## src/fwd_pkg.sv

```systemverilog
package fwd_pkg;

  localparam int WHEEL_COUNT = 4;
  localparam int FRAC_BITS   = 16;
  localparam int WHEEL_W     = (WHEEL_COUNT > 1) ? $clog2(WHEEL_COUNT) : 1;
  // upper left motor is mounted reversed
  localparam int REV_WHEEL   = 1;

  localparam int CNT_W   = 16;
  localparam int CMD_W   = 32;
  localparam int GAIN_W  = 21;
  localparam int CLAMP_W = 23;
  localparam int SCALE_W = 24;
  localparam int LIMIT_W = 16;
  localparam int PWM_W   = LIMIT_W + 1;

  localparam int CFG_IDX_W  = 4;
  localparam int CFG_DATA_W = 24;

  localparam int IN_DATA_W  = ((WHEEL_COUNT * CNT_W + 2 * CMD_W + 7) / 8) * 8;
  localparam int OUT_DATA_W = ((WHEEL_COUNT * PWM_W + 7) / 8) * 8;

  localparam logic [CFG_IDX_W-1:0] CFG_KP       = CFG_IDX_W'(0);
  localparam logic [CFG_IDX_W-1:0] CFG_KI       = CFG_IDX_W'(1);
  localparam logic [CFG_IDX_W-1:0] CFG_KD       = CFG_IDX_W'(2);
  localparam logic [CFG_IDX_W-1:0] CFG_MAX_LIN  = CFG_IDX_W'(3);
  localparam logic [CFG_IDX_W-1:0] CFG_MAX_TURN = CFG_IDX_W'(4);
  localparam logic [CFG_IDX_W-1:0] CFG_SPC      = CFG_IDX_W'(5);
  localparam logic [CFG_IDX_W-1:0] CFG_HT       = CFG_IDX_W'(6);
  localparam logic [CFG_IDX_W-1:0] CFG_LIMIT    = CFG_IDX_W'(7);

  localparam int KP_RESET       = -30000;
  localparam int KI_RESET       = -3000;
  localparam int KD_RESET       = -5000;
  localparam int MAX_LIN_RESET  = 6554;
  localparam int MAX_TURN_RESET = 65536;
  localparam int SPC_RESET      = 0;
  localparam int HT_RESET       = 0;
  localparam int LIMIT_RESET    = 65535;

  typedef struct packed {
    logic signed [GAIN_W-1:0] kp;
    logic signed [GAIN_W-1:0] ki;
    logic signed [GAIN_W-1:0] kd;
    logic [CLAMP_W-1:0]       max_lin;
    logic [CLAMP_W-1:0]       max_turn;
    logic [SCALE_W-1:0]       spc;
    logic [SCALE_W-1:0]       ht;
    logic [LIMIT_W-1:0]       limit;
  } cfg_t;

  typedef struct packed {
    logic [WHEEL_COUNT-1:0][CNT_W-1:0] cnt;
    logic signed [CMD_W-1:0]           vel;
    logic signed [CMD_W-1:0]           ang;
    logic                              brake;
  } item_t;

  typedef struct packed {
    logic [WHEEL_COUNT-1:0][PWM_W-1:0] pwm;
  } res_t;

  typedef struct packed {
    logic idle;
    logic done;
  } seq_stat_t;

endpackage

```

## src/fwd_mul.sv

```systemverilog
module fwd_mul (
  input  logic                                                    clk,
  input  logic                                                    en,
  input  logic signed [fwd_pkg::CMD_W:0]                          a,
  input  logic signed [fwd_pkg::SCALE_W:0]                        b,
  output logic signed [fwd_pkg::CMD_W+fwd_pkg::SCALE_W+1:0]       prod_r
);

  always_ff @(posedge clk) begin
    if (en) begin
      prod_r <= a * b;
    end
  end

endmodule

```

## src/fwd_seq.sv

```systemverilog
module fwd_seq (
  input  logic               clk,
  input  logic               rst_n,
  input  logic               start,
  input  fwd_pkg::item_t     item,
  input  fwd_pkg::cfg_t      cfg,
  input  logic               out_free,
  output fwd_pkg::seq_stat_t stat,
  output fwd_pkg::res_t      res
);

  localparam int W       = fwd_pkg::WHEEL_COUNT;
  localparam int WW      = fwd_pkg::WHEEL_W;
  localparam int FB      = fwd_pkg::FRAC_BITS;
  localparam int CMD_W   = fwd_pkg::CMD_W;
  localparam int CMDC_W  = fwd_pkg::CLAMP_W + 1;
  localparam int GAINN_W = fwd_pkg::GAIN_W + 1;
  localparam int MUL_A_W = CMD_W + 1;
  localparam int MUL_B_W = fwd_pkg::SCALE_W + 1;
  localparam int PROD_W  = MUL_A_W + MUL_B_W;
  localparam int TURN_W  = fwd_pkg::SCALE_W + CMDC_W - FB;
  localparam int MEAS_W  = fwd_pkg::CNT_W + fwd_pkg::SCALE_W;
  localparam int DIFF_W  = MEAS_W + 2;
  localparam int ERR_W   = CMD_W;
  localparam int ISUM_W  = fwd_pkg::LIMIT_W + FB + 1;
  localparam int T_W     = PROD_W + 1;
  localparam int ACC_W   = PROD_W + 2;
  localparam int SHQ_W   = ACC_W - FB;
  localparam int PWM_W   = fwd_pkg::PWM_W;

  localparam logic signed [DIFF_W-1:0] E_HI = DIFF_W'((64'sd1 <<< (ERR_W - 1)) - 64'sd1);
  localparam logic signed [DIFF_W-1:0] E_LO = -E_HI - DIFF_W'(1);

  typedef enum logic [10:0] {
    ST_IDLE     = 11'b000_0000_0001,
    ST_TURN_MUL = 11'b000_0000_0010,
    ST_TURN_SH  = 11'b000_0000_0100,
    ST_MEAS     = 11'b000_0000_1000,
    ST_ERR      = 11'b000_0001_0000,
    ST_KI       = 11'b000_0010_0000,
    ST_ICHK     = 11'b000_0100_0000,
    ST_KP       = 11'b000_1000_0000,
    ST_KD       = 11'b001_0000_0000,
    ST_OUT      = 11'b010_0000_0000,
    ST_DONE     = 11'b100_0000_0000
  } st_t;

  function automatic logic signed [CMDC_W-1:0] clamp_cmd(
    input logic signed [CMD_W-1:0]     x,
    input logic [fwd_pkg::CLAMP_W-1:0] m
  );
    logic signed [CMD_W:0] xs;
    logic signed [CMD_W:0] ms;
    xs = (CMD_W + 1)'(x);
    ms = (CMD_W + 1)'($signed({1'b0, m}));
    if (xs > ms) begin
      return CMDC_W'(ms);
    end else if (xs < -ms) begin
      return CMDC_W'(-ms);
    end else begin
      return CMDC_W'(xs);
    end
  endfunction

  st_t                        st_r, st_nxt;
  logic [WW-1:0]              w_r, w_nxt;
  logic [W-1:0][fwd_pkg::CNT_W-1:0] cnt_r;
  logic signed [CMDC_W-1:0]   vel_r;
  logic signed [CMDC_W-1:0]   ang_r;
  logic signed [CMDC_W-1:0]   prev_turn_r;
  logic signed [TURN_W-1:0]   turn_r;
  logic signed [ERR_W-1:0]    e_r;
  logic signed [ACC_W-1:0]    acc_r;
  logic signed [ISUM_W-1:0]   isum_r [W];
  logic signed [ERR_W-1:0]    pe_r [W];
  logic [W-1:0][PWM_W-1:0]    pwm_r;

  logic signed [CMDC_W-1:0]   vel_c, ang_c;
  logic                       brake_hit, turn_start;
  logic                       w_last, w_left, w_rev;
  logic signed [GAINN_W-1:0]  kp_w, ki_w, kd_w;
  logic                       mul_en;
  logic signed [MUL_A_W-1:0]  mul_a;
  logic signed [MUL_B_W-1:0]  mul_b;
  logic signed [PROD_W-1:0]   prod;
  logic signed [MEAS_W-1:0]   meas;
  logic signed [DIFF_W-1:0]   tgt, diff;
  logic signed [ERR_W-1:0]    e_sat;
  logic signed [T_W-1:0]      t_sum, ibound;
  logic                       t_ok;
  logic signed [ACC_W-1:0]    acc_kp, round_bias, acc_rnd;
  logic signed [SHQ_W-1:0]    shq, lim_s;
  logic signed [PWM_W-1:0]    pwm_val;

  fwd_mul u_mul (
    .clk    (clk),
    .en     (mul_en),
    .a      (mul_a),
    .b      (mul_b),
    .prod_r (prod)
  );

  always_comb begin
    vel_c      = clamp_cmd(item.vel, cfg.max_lin);
    ang_c      = clamp_cmd(item.ang, cfg.max_turn);
    brake_hit  = (vel_c == '0) && (ang_c == '0) && item.brake;
    // integrators restart when a turn begins, checked on the raw command
    turn_start = (prev_turn_r == '0) && (item.ang != '0);

    w_last = (w_r == WW'(W - 1));
    w_left = (w_r < WW'(W / 2));
    w_rev  = (w_r == WW'(fwd_pkg::REV_WHEEL));
    kp_w   = w_rev ? -GAINN_W'(cfg.kp) : GAINN_W'(cfg.kp);
    ki_w   = w_rev ? -GAINN_W'(cfg.ki) : GAINN_W'(cfg.ki);
    kd_w   = w_rev ? -GAINN_W'(cfg.kd) : GAINN_W'(cfg.kd);

    mul_en = 1'b1;
    mul_a  = '0;
    mul_b  = '0;
    case (st_r)
      ST_TURN_MUL: begin
        mul_a = MUL_A_W'(ang_r);
        mul_b = MUL_B_W'($signed({1'b0, cfg.ht}));
      end
      ST_MEAS: begin
        mul_a = MUL_A_W'($signed(cnt_r[w_r]));
        mul_b = MUL_B_W'($signed({1'b0, cfg.spc}));
      end
      ST_KI: begin
        mul_a = MUL_A_W'(e_r);
        mul_b = MUL_B_W'(ki_w);
      end
      ST_ICHK: begin
        mul_a = MUL_A_W'(e_r);
        mul_b = MUL_B_W'(kp_w);
      end
      ST_KP: begin
        mul_a = MUL_A_W'(e_r) - MUL_A_W'(pe_r[w_r]);
        mul_b = MUL_B_W'(kd_w);
      end
      default: mul_en = 1'b0;
    endcase

    meas = $signed(prod[MEAS_W-1:0]);
    tgt  = w_left ? (DIFF_W'(vel_r) - DIFF_W'(turn_r)) : (DIFF_W'(vel_r) + DIFF_W'(turn_r));
    diff = tgt - DIFF_W'(meas);
    if (diff > E_HI) begin
      e_sat = ERR_W'(E_HI);
    end else if (diff < E_LO) begin
      e_sat = ERR_W'(E_LO);
    end else begin
      e_sat = ERR_W'(diff);
    end

    t_sum  = T_W'(prod) + T_W'(isum_r[w_r]);
    ibound = T_W'($signed({1'b0, cfg.limit, {FB{1'b0}}}));
    t_ok   = (t_sum <= ibound) && (t_sum >= -ibound);

    acc_kp = ACC_W'(prod) + ACC_W'(isum_r[w_r]);

    // shift toward zero: bias negatives by one LSB short of a unit
    round_bias         = '0;
    round_bias[FB-1:0] = {FB{acc_r[ACC_W-1]}};
    acc_rnd            = acc_r + round_bias;
    shq                = $signed(acc_rnd[ACC_W-1:FB]);
    lim_s              = SHQ_W'($signed({1'b0, cfg.limit}));
    if (shq > lim_s) begin
      pwm_val = PWM_W'(lim_s);
    end else if (shq < -lim_s) begin
      pwm_val = PWM_W'(-lim_s);
    end else begin
      pwm_val = PWM_W'(shq);
    end
  end

  always_comb begin
    st_nxt = st_r;
    w_nxt  = w_r;
    case (st_r)
      ST_IDLE: begin
        if (start) begin
          st_nxt = brake_hit ? ST_DONE : ST_TURN_MUL;
        end
      end
      ST_TURN_MUL: st_nxt = ST_TURN_SH;
      ST_TURN_SH: begin
        st_nxt = ST_MEAS;
        w_nxt  = '0;
      end
      ST_MEAS: st_nxt = ST_ERR;
      ST_ERR:  st_nxt = ST_KI;
      ST_KI:   st_nxt = ST_ICHK;
      ST_ICHK: st_nxt = ST_KP;
      ST_KP:   st_nxt = ST_KD;
      ST_KD:   st_nxt = ST_OUT;
      ST_OUT: begin
        if (w_last) begin
          st_nxt = ST_DONE;
        end else begin
          st_nxt = ST_MEAS;
          w_nxt  = w_r + WW'(1);
        end
      end
      ST_DONE: begin
        if (out_free) begin
          st_nxt = ST_IDLE;
        end
      end
      default: st_nxt = ST_IDLE;
    endcase
  end

  always_ff @(posedge clk) begin
    if (!rst_n) begin
      st_r        <= ST_IDLE;
      w_r         <= '0;
      prev_turn_r <= '0;
      for (int i = 0; i < W; i++) begin
        isum_r[i] <= '0;
        pe_r[i]   <= '0;
      end
    end else begin
      st_r <= st_nxt;
      w_r  <= w_nxt;
      if (st_r == ST_IDLE && start) begin
        prev_turn_r <= ang_c;
        if (turn_start) begin
          for (int i = 0; i < W; i++) begin
            isum_r[i] <= '0;
          end
        end
      end
      if (st_r == ST_ICHK && t_ok) begin
        isum_r[w_r] <= ISUM_W'(t_sum);
      end
      if (st_r == ST_KD) begin
        pe_r[w_r] <= e_r;
      end
    end
  end

  always_ff @(posedge clk) begin
    if (st_r == ST_IDLE && start) begin
      cnt_r <= item.cnt;
      vel_r <= vel_c;
      ang_r <= ang_c;
      if (brake_hit) begin
        pwm_r <= '0;
      end
    end
    if (st_r == ST_TURN_SH) begin
      turn_r <= $signed(prod[FB +: TURN_W]);
    end
    if (st_r == ST_ERR) begin
      e_r <= e_sat;
    end
    if (st_r == ST_KP) begin
      acc_r <= acc_kp;
    end
    if (st_r == ST_KD) begin
      acc_r <= acc_r + ACC_W'(prod);
    end
    if (st_r == ST_OUT) begin
      pwm_r[w_r] <= pwm_val;
    end
  end

  assign stat.idle = (st_r == ST_IDLE);
  assign stat.done = (st_r == ST_DONE);
  assign res.pwm   = pwm_r;

`ifndef ASSERT_OFF
  a_brake_skip: assert property (@(posedge clk) disable iff (!rst_n)
    (st_r == ST_IDLE && start && brake_hit) |=> (st_r == ST_DONE))
    else $error("brake request did not skip the wheel loop");

  a_last_wheel: assert property (@(posedge clk) disable iff (!rst_n)
    (st_r == ST_OUT && w_last) |=> (st_r == ST_DONE))
    else $error("sequencer ran past the last wheel");

  a_prev_err: assert property (@(posedge clk) disable iff (!rst_n)
    (st_r == ST_KD) |=> (pe_r[$past(w_r)] == $past(e_r)))
    else $error("previous error not stored for wheel");

  for (genvar g = 0; g < W; g++) begin : g_pwm_chk
    a_pwm_range: assert property (@(posedge clk) disable iff (!rst_n)
      (st_r == ST_DONE) |->
        (($signed(pwm_r[g]) <= $signed({1'b0, cfg.limit})) &&
         ($signed(pwm_r[g]) >= -$signed({1'b0, cfg.limit}))))
      else $error("drive value outside limit");
  end
`endif

endmodule

```

## config.mk

```make
export PLATFORM = sky130hd
export DESIGN_NAME = fwd_seq
export DESIGN_NICKNAME = d
export VERILOG_FILES = /design/src/fwd_pkg.sv /design/src/fwd_mul.sv /design/src/fwd_seq.sv
export SDC_FILE = /design/constraint.sdc
export NUM_CORES = 2
export LEC_CHECK = 0
export ABC_AREA = 1
export BUFFER_PORTS_ARGS = -buffer_cell sky130_fd_sc_hd__buf_2
export CORE_AREA = 2 2 411 413
export CTS_BUF_LIST = sky130_fd_sc_hd__clkbuf_8 sky130_fd_sc_hd__clkbuf_16
export CTS_CLUSTER_DIAMETER = 40
export CTS_CLUSTER_SIZE = 20
export DETAILED_ROUTE_END_ITERATION = 16
export DIE_AREA = 0 0 413 415
export PLACE_DENSITY_LB_ADDON = 0.1
export SLEW_MARGIN = 40
export SYNTH_ARGS = -nofsm -noshare
export SYNTH_HDL_FRONTEND = slang
export SYNTH_SLANG_ARGS = --single-unit
```

## constraint.sdc

```tcl
create_clock -name clk -period 11 [get_ports clk]
set_clock_uncertainty 0.2 [all_clocks]
set_input_delay 2.2 -clock clk [delete_from_list [all_inputs] [get_ports clk]]
set_output_delay 2.2 -clock clk [all_outputs]
set_load 0.02 [all_outputs]
```

==> results_dict.tcl <==
set metrics [dict create \
    grt_max_degree 160 \
    tightest_slew_ns 0.959 \
    die_x_um 413 \
    min_from "res[17]$_DFF_P_" \
    worstPathMaxFanout 13 \
    pre_cts_ws_ns -0.185 \
    vias 78053 \
    rows 150 \
    area_growth_pct 14.2 \
    core_area_mm2 0.167 \
    drc 0 \
    cts_sinks 661 \
    cts_buffers 114 \
    mostFrequentLayoutCells "nand2_1 (2158), inv_1 (1997), nor2_1 (1390), fa_1 (848), ha_1 (631)" \
    synthXorXnorAreaFrac_pct 3.43 \
    clockBufferDepth 3 \
    max_freq_mhz 95.6 \
    muxShareOfSynthArea_pct 0.0121 \
    critPathKind "flip-flop to flip-flop" \
    yosysSeqAreaShare_pct 22.6 \
    clk_pin_slew_worst_paths_ns 0.05 \
    cts_hold_buf 0 \
    layout-drive-gt1-share_pct 11.4 \
    async_flop_share_pct 0 \
    crit_slowest_cell "fa_1" \
    numPlacedInstances 13576 \
    hold_depth 2 \
    slew_violations 0 \
    grt_pass1_vias 77180 \
    period_share_pct 95.0 \
    synth_top_area_cell "fa_1" \
    period_needed_ns 10.46 \
    p_leak_uw 0.0470 \
    rsz0062_at_grt "yes" \
    start_kind "flip-flop" \
    avgViaCountPerCell 5.65 \
    place.gp.congestion 1.03 \
    path_buf_inv 7 \
    ys.flop_type "edfxtp_1" \
    relSlewSlack_pct 36.1 \
    synth.net_count 12574 \
    min_to "res[17]$_DFF_P_" \
    grt_pass1_wl_um 486000 \
    antenna_found_initial 24 \
    synth_simple_gate_area_share_pct 22.1 \
    syn_inst 10788 \
    setup_viol 0 \
    synth_area_leaders "fa_1 (20%), edfxtp_1 (20%), nand2_1 (9.8%)" \
    yosysWarnings 0 \
    htreeDepth 3 \
    synth_top_area_share_pct 20.5 \
    hold_path_class "flip-flop to flip-flop" \
    synth-adder-area-share_pct 30.0 \
    synth_compound_area_share_pct 10.8 \
    detail_route.wl_per_cell_um 23.8 \
    port_buffers 375 \
    antenna_left 0 \
    syn_area_mm2 0.0829 \
    final_common_cell "nand2_1" \
    fp.dieH_um 415 \
    critPathTopFamily "adder cells" \
    cp.arrival_ns 10.76 \
    r2r_cells 42 \
    root_buffer "clkbuf_16" \
    cpMostUsedCell "fa_1" \
    die-area_mm2 0.171 \
    cpPeakStageDelay_ns 0.61 \
    p_per_area_mw_per_mm2 85.3 \
    r2r_end "u_mul.prod_r[52]$_DFFE_PP_" \
    reg2reg_slack_ns 0.54 \
    status "finished, final reports clean" \
    maxCapViolCount 0 \
    postSynthRegisterBits 661 \
    synth_edf_count 554 \
    start_util_pct 49.8 \
    final_core_util_pct 56.9 \
    finalSetupTns_ns 0 \
    syn_avg_cell_area_um2 7.69 \
    layoutNonFillerInstCount 13811 \
    dp_hpwl_um 272000 \
    routed_wl_um 328000 \
    endpoint_kind "flip-flop" \
    io_pins 376 \
    grt_usage_pct 38.1 \
    setup_ws_ns 0.545 \
    synth_cell_types 82 \
    tritoncts "done" \
    drt_iter0_markers 7941 \
    required_ns 11.30 \
    grt_overflow 0 \
    hold_viol 0 \
    insertion_delay_ns 0.78 \
    first_pass_iters 8 \
    ir_drop_mv 0.143 \
    nNetsFinal 13280 \
    synth_top_family_by_area "adder cells" \
]
[Yosys cell counts, types with 8 or more instances]
| cell | instances |
|---|---|
| xor2_1 | 221 |
| nand3_2 | 12 |
| o21ai_1 | 15 |
| inv_2 | 23 |
| nand3b_1 | 18 |
| o21bai_1 | 33 |
| a21boi_0 | 23 |
| fa_1 | 848 |
| o211ai_1 | 32 |
| dfxtp_1 | 107 |
| inv_1 | 2004 |
| o21ai_0 | 437 |
| edfxtp_1 | 554 |
| a31oi_1 | 92 |
| nor2_1 | 1399 |
| buf_6 | 26 |
| buf_4 | 8 |
| nor3_1 | 170 |
| nand3_1 | 395 |
| buf_2 | 60 |
| o221ai_1 | 17 |
| buf_1 | 16 |
| xnor2_1 | 95 |
| and3_1 | 8 |
| clkinv_1 | 16 |
| nand4_1 | 98 |
| nand2_2 | 33 |
| clkbuf_1 | 193 |
| nor4_1 | 49 |
| o31ai_1 | 18 |
| or2_2 | 25 |
| a211oi_1 | 12 |
| a22o_1 | 11 |
| o21a_1 | 35 |
| a21o_1 | 32 |
| a21oi_1 | 626 |
| a32o_1 | 31 |
| o21ai_2 | 14 |
| nand2_1 | 2167 |
| nor2_2 | 18 |
| nor3_2 | 10 |
| a221oi_1 | 32 |
| ha_1 | 632 |
| o22ai_1 | 45 |
[flip-flops by register name, indices dropped and copies added (netlist names), 32 cells and up, named ones only]
| register | count |
|---|---|
| u_mul.prod_r | 58 |
| res | 68 |
| isum_r | 132 |
| turn_r | 32 |
| cnt_r | 64 |
| acc_r | 60 |
| e_r | 32 |
| pe_r | 128 |
[worst max-delay path by stage]
stage / depth (start not counted) / from / to / slack, ns
after floorplan: 40 / cfg[111] / u_mul.prod_r[50]$_DFFE_PP_ / 0.76
after global placement: 40 / cfg[111] / u_mul.prod_r[56]$_DFFE_PP_ / -0.11
after detailed placement: 40 / cfg[111] / u_mul.prod_r[56]$_DFFE_PP_ / -0.18
after CTS: 43 / flip-flop / u_mul.prod_r[52]$_DFFE_PP_ / 0.19
after global routing: 45 / flip-flop / u_mul.prod_r[56]$_DFFE_PP_ / -0.01
final: 42 / flip-flop / u_mul.prod_r[52]$_DFFE_PP_ / 0.54
[metal layers]
metal	share of wire, %	track usage [%]	up-vias	wire (um)
li1	-	-	35929	-
met1	42	52.6	37676	138000
met2	42	56.1	3761	138000
met3	9.7	7.99	683	31800
met4	6.1	19.7	4	20100
met5	0.0070	0	-	23
[logic make-up after synthesis]
group | count (synthesis)
buffers and inverters | 2346
muxes | 1
AOI/OAI and AO/OA | 1545
xor gates and xnor gates | 321
DFF | 661
adders and majority gates | 1480
and+or+nand+nor | 4434
[worst register-to-register path, delay by kind of cell, from the launching register on]
kind	cells	cell delay [ns]
AOI/OAI and AO/OA	16	2.76
DFF	1	0.44
adders and majority gates	10	4.71
xor gates and xnor gates	1	0.15
and+or+nand+nor	8	0.93
buffers and inverters	7	1.00
[where the power goes]
group / switching (uW) / internal [uW] / leakage, uW
logic: 1080 / 478 / 0.0388
registers: 44.9 / 2830 / 0.00627
clock network: 1510 / 2150 / 0.00197
total: 2630 / 5460 / 0.0470
[cell type report]
class / count / area (um^2)
antenna: 12 / 30.0
clock buffer: 123 / 3010
clock inverter: 94 / 991
fill: 15839 / 71900
inverter: 2043 / 7680
multi-input combinational: 7781 / 55300
sequential: 661 / 18800
tap: 2204 / 2760
timing repair buffer: 893 / 6200
[stage by stage]
step	hold WS [ns]	instance area (um^2)	total power (uW)
final	0.262	94800	8080
after global placement	0.252	90500	4420
after global routing	0.282	94700	8360
after detailed placement	0.259	90600	4430
after CTS	0.267	94600	8080
after floorplan	0.261	82900	3840
[what timing repair did]
item / CTS / global route
setup endpoints to repair: 0 / 23
setup buffers: 0 / 5
resized for setup: 0 / 23
(Power assumes the default switching activity.)
